## config.mk

```make
export PLATFORM = sky130hd
export DESIGN_NAME = bounded_undo_redo_history_core
export DESIGN_NICKNAME = d
export VERILOG_FILES = /design/src/design/burh_pkg.sv /design/src/design/burh_ram.sv /design/src/design/bounded_undo_redo_history_core.sv
export SDC_FILE = /design/constraint.sdc
export NUM_CORES = 2
export LEC_CHECK = 0
export ABC_CLOCK_PERIOD_IN_PS = 14800
export BUFFER_PORTS_ARGS = -buffer_cell sky130_fd_sc_hd__buf_4
export CAP_MARGIN = 10
export CORE_MARGIN = 2
export CORE_UTILIZATION = 30
export CTS_CLUSTER_DIAMETER = 30
export DETAILED_ROUTE_END_ITERATION = 7
export GPL_ROUTABILITY_DRIVEN = 0
export SYNTH_ARGS = -nofsm -noshare
export SYNTH_HDL_FRONTEND = slang
export SYNTH_SLANG_ARGS = --single-unit
```

## constraint.sdc

```tcl
create_clock -name clock -period 14.8 [get_ports clock]
set_input_delay 0.74 -clock clock [delete_from_list [all_inputs] [get_ports clock]]
set_output_delay 0.74 -clock clock [all_outputs]
set_load 0.01 [all_outputs]
```

## src/design/burh_pkg.sv

```systemverilog
// Shared types and constants for the bounded undo/redo history core.
// Holds the command codes and the request/response beat structs.
// No dependencies.
package burh_pkg;

   localparam int DATA_W            = 64;
   localparam int LIMIT_W           = 7;
   localparam int COUNT_W           = 7;
   localparam int STORE_DEPTH_DEF   = 64;
   localparam int ENTRY_WIDTH_DEF   = 64;
   localparam logic [LIMIT_W-1:0] LIMIT_RESET = 7'd50;

   typedef enum logic [1:0] {
      CMD_PUSH  = 2'd0,
      CMD_UNDO  = 2'd1,
      CMD_REDO  = 2'd2,
      CMD_CLEAR = 2'd3
   } cmd_type;

   typedef struct packed {
      cmd_type             command;
      logic [DATA_W-1:0]   entry_data;
   } req_type;

   typedef struct packed {
      logic [DATA_W-1:0]   current_data;
      logic                entry_valid;
      logic                can_undo;
      logic                can_redo;
      logic [COUNT_W-1:0]  entry_count;
      logic [COUNT_W-1:0]  cursor_position;
   } rsp_type;

endpackage

```

## src/design/burh_ram.sv

```systemverilog
// Generic single-port RAM with registered read data.
// One access per cycle: write when we is high, else read. No dependencies.
module burh_ram #(
   parameter int WIDTH = 64,
   parameter int DEPTH = 64
) (
   input  logic                     clock,
   input  logic                     we,
   input  logic [$clog2(DEPTH)-1:0] addr,
   input  logic [WIDTH-1:0]         wdata,
   output logic [WIDTH-1:0]         rdata
);

   logic [WIDTH-1:0] mem [DEPTH];
   logic [WIDTH-1:0] rdata_ff;

   always_ff @(posedge clock) begin
      if (we) begin
         mem[addr] <= wdata;
      end else begin
         rdata_ff <= mem[addr];
      end
   end

   assign rdata = rdata_ff;

endmodule

```

## src/design/bounded_undo_redo_history_core.sv

```systemverilog
// Top level of the bounded undo/redo history core.
// Uses burh_pkg (types, command codes, constants) and burh_ram (snapshot store).
//
//  channel   ports                          direction  handshake
//  request   start, busy, req_payload       in         beat taken when start && !busy
//  response  rsp_strobe, rsp_payload        out        one-cycle strobe, no back-pressure
//  config    csr_wr_en, csr_wr_data         in         history_limit written when csr_wr_en
//
// Cycles: one command per clock; busy is always low. The response beat for a
// command shows the cycle after it is taken, set by the registered read of the
// snapshot RAM (one access per command: write on push, read otherwise).
// Reset clears count, cursor and oldest slot and loads history_limit with 50;
// the snapshot RAM is not cleared, as only written slots ever reach current_data.
// The receiver cannot stall: every response beat lasts exactly one cycle.
module bounded_undo_redo_history_core #(
   parameter int STORE_DEPTH = burh_pkg::STORE_DEPTH_DEF,
   parameter int ENTRY_WIDTH = burh_pkg::ENTRY_WIDTH_DEF
) (
   input  logic                             clock,
   input  logic                             reset,
   input  logic                             start,
   output logic                             busy,
   input  burh_pkg::req_type                req_payload,
   output logic                             rsp_strobe,
   output burh_pkg::rsp_type                rsp_payload,
   input  logic                             csr_wr_en,
   input  logic [burh_pkg::LIMIT_W-1:0]     csr_wr_data
);

   localparam int AW     = $clog2(STORE_DEPTH);        // slot address
   localparam int CW     = $clog2(STORE_DEPTH + 1);    // count and cursor
   localparam int SW     = CW + 1;                     // slot sum before wrap
   localparam int LIM_W  = burh_pkg::LIMIT_W;
   localparam int MW     = (CW + 1 > LIM_W) ? CW + 1 : LIM_W;
   localparam int DW     = burh_pkg::DATA_W;
   localparam int OUT_CW = burh_pkg::COUNT_W;

   // Architectural state
   logic [AW-1:0]    oldest_ff, oldest_in;
   logic [CW-1:0]    count_ff,  count_in;
   logic [CW-1:0]    cursor_ff, cursor_in;
   logic [LIM_W-1:0] limit_ff;

   // Response stage
   logic                   rsp_strobe_ff;
   logic                   rsp_push_ff;
   logic [ENTRY_WIDTH-1:0] rsp_word_ff;
   logic                   rsp_valid_ff;
   logic                   rsp_undo_ff;
   logic                   rsp_redo_ff;
   logic [CW-1:0]          rsp_count_ff;
   logic [CW-1:0]          rsp_cursor_ff;

   logic                   accept;
   burh_pkg::cmd_type      cmd;
   logic [ENTRY_WIDTH-1:0] word;
   logic [MW-1:0]          eff_limit;
   logic                   push_drop;
   logic                   ram_we;
   logic [AW-1:0]          ram_addr;
   logic [ENTRY_WIDTH-1:0] ram_rdata;
   logic [ENTRY_WIDTH-1:0] data_sel;
   logic [DW-1:0]          data_ext;

   // Ring slot of (oldest + offset); offset stays below twice the depth.
   function automatic logic [AW-1:0] slot_of(input logic [AW-1:0] base,
                                             input logic [CW-1:0] offset);
      logic [SW-1:0] sum;
      begin
         sum = SW'(base) + SW'(offset);
         if (sum >= SW'(STORE_DEPTH)) begin
            sum = sum - SW'(STORE_DEPTH);
         end
         return sum[AW-1:0];
      end
   endfunction

   assign busy   = 1'b0;
   assign accept = start && !busy;
   assign cmd    = req_payload.command;
   assign word   = req_payload.entry_data[ENTRY_WIDTH-1:0];

   // Clamp the limit into [1, STORE_DEPTH].
   always_comb begin
      eff_limit = MW'(limit_ff);
      if (eff_limit == '0) begin
         eff_limit = MW'(1);
      end
      if (eff_limit > MW'(STORE_DEPTH)) begin
         eff_limit = MW'(STORE_DEPTH);
      end
   end

   // Push past the limit drops exactly one oldest entry.
   assign push_drop = (MW'(cursor_ff) + MW'(1)) > eff_limit;

   // Next state and the one RAM access for this command
   always_comb begin
      oldest_in = oldest_ff;
      count_in  = count_ff;
      cursor_in = cursor_ff;
      ram_we    = 1'b0;
      ram_addr  = '0;
      case (cmd)
         burh_pkg::CMD_PUSH: begin
            // discard redo entries, append at the cursor
            ram_we   = accept;
            ram_addr = slot_of(oldest_ff, cursor_ff);
            if (push_drop) begin
               oldest_in = slot_of(oldest_ff, CW'(1));
               count_in  = cursor_ff;
               cursor_in = cursor_ff;
            end else begin
               count_in  = cursor_ff + CW'(1);
               cursor_in = cursor_ff + CW'(1);
            end
         end
         burh_pkg::CMD_UNDO: begin
            if (cursor_ff > CW'(1)) begin
               cursor_in = cursor_ff - CW'(1);
            end
         end
         burh_pkg::CMD_REDO: begin
            if (cursor_ff < count_ff) begin
               cursor_in = cursor_ff + CW'(1);
            end
         end
         default: begin
            oldest_in = '0;
            count_in  = '0;
            cursor_in = '0;
         end
      endcase
      // read the entry under the new cursor (push bypasses it)
      if (!ram_we) begin
         ram_addr = slot_of(oldest_ff, cursor_in - CW'(1));
      end
   end

   always_ff @(posedge clock) begin
      if (reset) begin
         oldest_ff     <= '0;
         count_ff      <= '0;
         cursor_ff     <= '0;
         limit_ff      <= burh_pkg::LIMIT_RESET;
         rsp_strobe_ff <= 1'b0;
      end else begin
         rsp_strobe_ff <= accept;
         if (csr_wr_en) begin
            limit_ff <= csr_wr_data;
         end
         if (accept) begin
            oldest_ff <= oldest_in;
            count_ff  <= count_in;
            cursor_ff <= cursor_in;
         end
      end
   end

   // Response payload registers: no reset needed
   always_ff @(posedge clock) begin
      if (accept) begin
         rsp_push_ff   <= (cmd == burh_pkg::CMD_PUSH);
         rsp_word_ff   <= word;
         rsp_valid_ff  <= (cursor_in != '0);
         rsp_undo_ff   <= (cursor_in > CW'(1));
         rsp_redo_ff   <= (cursor_in < count_in);
         rsp_count_ff  <= count_in;
         rsp_cursor_ff <= cursor_in;
      end
   end

   burh_ram #(
      .WIDTH (ENTRY_WIDTH),
      .DEPTH (STORE_DEPTH)
   ) u_store (
      .clock (clock),
      .we    (ram_we),
      .addr  (ram_addr),
      .wdata (word),
      .rdata (ram_rdata)
   );

   // Pick the pushed word or the RAM read; zero when history is empty.
   always_comb begin
      data_sel = rsp_push_ff ? rsp_word_ff : ram_rdata;
      data_ext = '0;
      if (rsp_valid_ff) begin
         data_ext[ENTRY_WIDTH-1:0] = data_sel;
      end
   end

   assign rsp_strobe                  = rsp_strobe_ff;
   assign rsp_payload.current_data    = data_ext;
   assign rsp_payload.entry_valid     = rsp_valid_ff;
   assign rsp_payload.can_undo        = rsp_undo_ff;
   assign rsp_payload.can_redo        = rsp_redo_ff;
   assign rsp_payload.entry_count     = OUT_CW'(rsp_count_ff);
   assign rsp_payload.cursor_position = OUT_CW'(rsp_cursor_ff);

   // Cursor never runs past the newest entry.
   a_cursor_in_range: assert property (@(posedge clock) disable iff (reset)
      cursor_ff <= count_ff)
      else $error("cursor beyond held count");

   // Count never exceeds the store, and the oldest slot stays inside it.
   a_count_bound: assert property (@(posedge clock) disable iff (reset)
      count_ff <= CW'(STORE_DEPTH) && oldest_ff <= AW'(STORE_DEPTH - 1))
      else $error("count or oldest slot out of range");

   // Every taken command yields exactly one response beat next cycle.
   a_one_beat: assert property (@(posedge clock) disable iff (reset)
      accept |=> rsp_strobe)
      else $error("missing response beat");

   a_no_spurious: assert property (@(posedge clock) disable iff (reset)
      !accept |=> !rsp_strobe)
      else $error("response beat without command");

   // Clear empties the history and rewinds the ring.
   a_clear: assert property (@(posedge clock) disable iff (reset)
      accept && cmd == burh_pkg::CMD_CLEAR |=>
         count_ff == '0 && cursor_ff == '0 && oldest_ff == '0)
      else $error("clear left history state");

endmodule

```

* Word level (Yosys, flattened, before mapping) *
Memories as Yosys holds them, arrays and structs flattened. A register that Yosys moved wholly into a read port is not among the register bits.
Cells that the tools add are included.

storage, ports and cells
  register bits after elaboration = 110
  RAM bits = 4096
  word-level logic and storage cells = 61
  memories kept = 1

memory list
  memory       words  bits a word  read ports  clocked after Yosys merged registers in  wr ports  line            text
  u_store.mem  64     64           1           1                                        1         burh_ram.sv:14  logic [WIDTH-1:0] mem [DEPTH];

cells by class
  order comparisons = 9
  multiplexer cells = 19
  eq/ne operators = 3
  $add $sub $neg = 10
  reductions and logical operators = 6
  bitwise operators = 1

operator list
  kind                   count
  $mux W64               2
  $mux W6                6
  $mux W7                5
  $pmux W7 S3            1
  $sub A6 B1 Y6 const B  3
  $add A6 B7 Y8          2
  $ge A8 B7 Y1 const B   2
  $gt A7 B1 Y1 const B   2
  $lt A7 B7 Y1           2
  $pmux W7 S2            1
  $sub A7 B1 Y7 const B  2
  $pmux W6 S2            1
  $add A7 B1 Y8 const B  1
  $gt A8 B7 Y1           1
  $add A6 B1 Y7 const B  1
  $add A7 B1 Y7 const B  1
  $ge A7 B7 Y1 const B   1
  $gt A7 B7 Y1 const B   1
  $logic_not A7 Y1       1
  $reduce_bool A7 Y1     1
  $mux W1                3
  $reduce_and A3 Y1      1
  $eq A2 B1 Y1 const B   1
  $eq A2 B2 Y1 const B   1
  5 further kinds        5

* Longest topological paths before layout *
  depth in word-level cells = 12
  depth in mapped cells = 29
  depth with buffers taken out = 25

* Hierarchy *
Synthesis repeated with hierarchy kept, for this count alone.

second synthesis, totals
  cell total of the unflattened synthesis = 8969
  area total of the unflattened synthesis = 162717.3 um^2

by module, submodules not included
  module                          area an instance (um^2)  sequential area each (um^2)  cells an instance  times used
  burh_ram                        156159.8                 124919.8                     8365               1
  bounded_undo_redo_history_core  6557.5                   3022.9                       604                1

* Worst setup path after synthesis *
No wires, ideal clock.

  path type = flip-flop to flip-flop
  start point = register cursor_ff[0]
  end point = memory u_store.mem[56][0], enable pin
  stages on the path, launching flop included = 26
  data required time = 14156 ps
  arrival time = 11577 ps
  setup slack = 2579 ps
  cell sequence = dfxtp_1 -> ha_1 -> nand3_1 -> or2_2 -> xnor2_1 -> ha_1 -> and3_4 -> a221oi_4 -> a21oi_2 -> or3_1 -> a21oi_2 -> nor2_1 -> nor2_1 -> inv_1 -> ha_1 -> xor2_1 -> ha_1 -> xnor2_1 -> mux2_2 -> buf_2 -> nor2_1 -> clkbuf_1 -> buf_2 -> buf_1 -> nand2_1 -> nor4_1

on the way
  longest elaborated chain between the ends = 9
  elaborated cells between the ends (all ways) = 21

RTL lines
  what                                                  line                                                                        text
  from (decl)                                           bounded_undo_redo_history_core.sv:41                                        logic [CW-1:0] cursor_ff, cursor_in;
  from (signal assigned)                                bounded_undo_redo_history_core.sv:155                                       cursor_ff <= cursor_in;
  $add A7 B1 Y8                                         bounded_undo_redo_history_core.sv:95                                        assign push_drop = (MW'(cursor_ff) + MW'(1)) > eff_limit;
  $gt A8 B7 Y1                                          bounded_undo_redo_history_core.sv:95
  $mux W7                                               bounded_undo_redo_history_core.sv:109                                       if (push_drop) begin
  $pmux W7 S3 *                                         bounded_undo_redo_history_core.sv:104                                       case (cmd)
  net cursor_in[0]                                      bounded_undo_redo_history_core.sv:41
  $sub A7 B1 Y7 *                                       bounded_undo_redo_history_core.sv:136                                       ram_addr = slot_of(oldest_ff, cursor_in - CW'(1));
  $add A6 B7 Y8 *                                       bounded_undo_redo_history_core.sv:70                                        sum = SW'(base) + SW'(offset);
  $ge A8 B7 Y1 / $sub A6 B1 Y6 (equally long branches)  bounded_undo_redo_history_core.sv:71, bounded_undo_redo_history_core.sv:72
  $mux W6 *                                             bounded_undo_redo_history_core.sv:71                                        if (sum >= SW'(STORE_DEPTH)) begin
  $mux W6 *                                             bounded_undo_redo_history_core.sv:135                                       if (!ram_we) begin
  to (decl)                                             burh_ram.sv:14

Mark *: on every way through the listed nets, which the timed path passes. The rest lies on a longest branch.

* Final worst setup path *
  start point = register cursor_ff[0]
  end point = memory u_store.mem[1][38], enable pin

The elaborated chain is that of the path after synthesis.

==> results.yml <==
sta:
  worst_slack_ns: 4.28
  slew_viol_final: 0
  period_needed_ns: 10.52
  finalCritPeriodShare_pct: 71.0
  final-setup-viol-count: 0
  rsz0062_at_grt: "false"
  hold_viol: 0
  slew_headroom_pct: 4.05
  final.setup.tns_ns: 0
  fmax_mhz: 95.1
  hold_ws_ns: 0.0811
  skew_ns: 0.135
  worst_pin_slew_ns: 1.43
setup_path:
  slowest_delay_ns: 0.77
  path_max_fanout: 36
  worst_ep_arrival_time_ns: 11.17
  slowest_stage: "buf_4"
  end_kind: "flop"
  criticalPathCategory: "flop to flop"
  startpoint_type: "flop"
  critical_path_required_ns: 15.45
  critPathTopFamily: "buffers and inverters"
  crit_buf_inv: 6
die:
  die_h_um: 732
  die_w_um: 732
  dieArea_um2: 536000
  rows: 267
  io_pins: 160
  start_util_pct: 30.1
  coreArea_um2: 528000
logic_synthesis:
  avgSynthCellArea_um2: 17.6
  synth_commonest_cells: "edfxtp_1, a22oi_1, nand2_1, mux2i_1, clkbuf_1"
  syn_inst: 9040
  syn_area_um2: 159000
  synth-main-ff-cell: "edfxtp_1"
  synth-seq-area-share_pct: 80.5
  yosysMostFrequentCell: "edfxtp_1"
  synth_edf_count: 4242
  yosysUniqueCellTypes: 85
  synth_nets: 9159
  synth_top_cell_by_area: "edfxtp_1"
  synth_top_area_share_pct: 80.1
  ys_ff_latch: 4270
  yosysWarningCount: 0
  synthArstFlopShare_pct: 0
  synth_area_leaders: "edfxtp_1, a22oi_1, mux2i_1"
cts:
  tritoncts: "built"
  root_buffer: "clkbuf_16"
  path_clk_slew_ns: 0.04
  h-tree-depth: 6
  clock-sinks: 4270
  clk_latency_ns: 1.11
  numCtsBuffers: 733
  post_cts_buffers: 0
  cts_buffer_depth: 4
  hold_buffers: 9
  cts-resized-gates: 0
drt:
  totalWireLength_um: 541000
  post_drt_wl_per_cell_um: 31.4
  drtPass1Iterations: 8
  ant_nets: 0
  via_per_inst: 5.61
  drtIter0Drc: 15516
  route.detailed.drc: 0
  vias: 96723
cells_and_area:
  n_fill_cell: 48257
  nets: 9720
  syn_to_final_growth_pct: 22.4
  final_core_util_pct: 36.8
  drive_gt1_share_pct: 16.7
power:
  finalPower_mw: 35.1
  power_leakage_nw: 62.6
  peakVddDrop_mv: 0.153
  power.density_nw_per_um2: 180
place:
  hpwl_um: 268000
  numPortBuffers: 158
  post-place-ws_ns: 4.37
job:
  cap_violations: 0
grt:
  grt-ovfl-total: 0
  grt_max_degree: 110
  grt_pass1_vias: 92878
  gr-usage-all-layers_pct: 19.3
  antenna_found_initial: 53
  grt_pass1_wl_um: 742000
hold_path:
  hp-class: "input pin to flop"
run_status:
  status: "finished, final reports clean"
placed cells by master, fill, tap and decap left out, types with 18 or more instances in the layout:
cell type	count
clkinv_1	110
mux2i_1	439
ha_1	40
nor2_1	161
inv_1	29
nand3_1	63
bufinv_16	89
nor3_2	26
clkinvlp_4	89
a22oi_1	1113
edfxtp_1	4242
clkinv_16	23
a31oi_1	103
a222oi_1	67
nor2b_1	73
a221oi_1	283
buf_4	394
a21oi_1	251
a311oi_1	55
nand2_1	581
nand4_1	289
nor2_4	20
nor3_1	81
nor4_1	24
clkbuf_16	741
clkbuf_1	82
inv_6	42
xor2_1	18
clkinv_2	111
o21ai_0	37
nor3b_2	22
buf_12	29
o22ai_1	149
dfxtp_1	28
clkinv_4	57
through the flow:
stage | instances | cell area, um2
2_1_floorplan | 9040 | 159000
3_3_place_gp | 15850 | 169000
3_5_place_dp | 15850 | 169000
4_1_cts | 17224 | 194000
5_1_grt | 17233 | 195000
6_report | 17241 | 195000
state kept, by name, summed over array words and instances (netlist names):
name           flops
count_ff           7
cursor_ff          7
limit_ff           7
oldest_ff          6
rsp_count_ff       7
rsp_cursor_ff      7
rsp_push_ff        1
rsp_redo_ff        1
rsp_strobe         1
rsp_undo_ff        1
rsp_valid_ff       1
rsp_word_ff       64
u_store.mem     4096
u_store.rdata     64
where the power goes:
group / leakage (nW) / total (mW) / switching [mW] / internal [mW]
Clock: 12.0 / 16.9 / 6.10 / 10.8
Combinational: 12.1 / 4.58 / 3.27 / 1.31
Sequential: 38.5 / 13.6 / 0.0622 / 13.5
Total: 62.6 / 35.1 / 9.44 / 25.6
final cells by class:
cell class,instances,area (um2),area share (%)
antenna,16,40.0,0.0206
inverter,30,118,0.0605
tap,6994,8750,4.50
sequential,4270,128000,65.8
clock buffer,827,18900,9.72
timing repair buffer,434,3660,1.88
clock inverter,538,6180,3.18
multi-input combinational,4132,28900,14.9
logic make-up (layout without fill, tap and decap cells):
kind of cell    count (synthesis)  count (layout)  synth area share (%)
compound gates               2197            2197                  10.2
xor+xnor                       33              33                 0.182
fa+ha+maj                      42              42                 0.340
buf+inv                       638            1829                  1.67
simple gates                 1405            1405                  4.28
mux                           454             454                  2.87
other cells                     1              17               0.00236
flops                        4270            4270                  80.5
metal layers:
layer  share of wire [%]  up-vias  GRT usage, %  routed length [um]
met1                  38    49887          25.9              207000
met5               0.028        -             0                 151
met4                 4.0       24          7.61               21800
met3                  12     1075          4.06               63300
li1                    -    38762             -                   -
met2                  46     6975          30.5              249000
path summary, 6_finish.rpt:
kind | to | depth (start not counted) | slack [ns] | startpoint
worst min register to register | limit_ff[0]$_SDFFE_PP0P_ | 2 | 0.53 | limit_ff[0]$_SDFFE_PP0P_
worst max register to register | u_store.mem[1][38]$_DFFE_PP_ | 28 | 4.28 | cursor_ff[0]$_SDFFE_PP0P_
worst min-delay path | limit_ff[1]$_SDFFE_PP1P_ | 2 | 0.08 | csr_wr_en
worst max-delay path | u_store.mem[1][38]$_DFFE_PP_ | 28 | 4.28 | cursor_ff[0]$_SDFFE_PP0P_
Note: power is estimated with default switching activity, not from simulation.
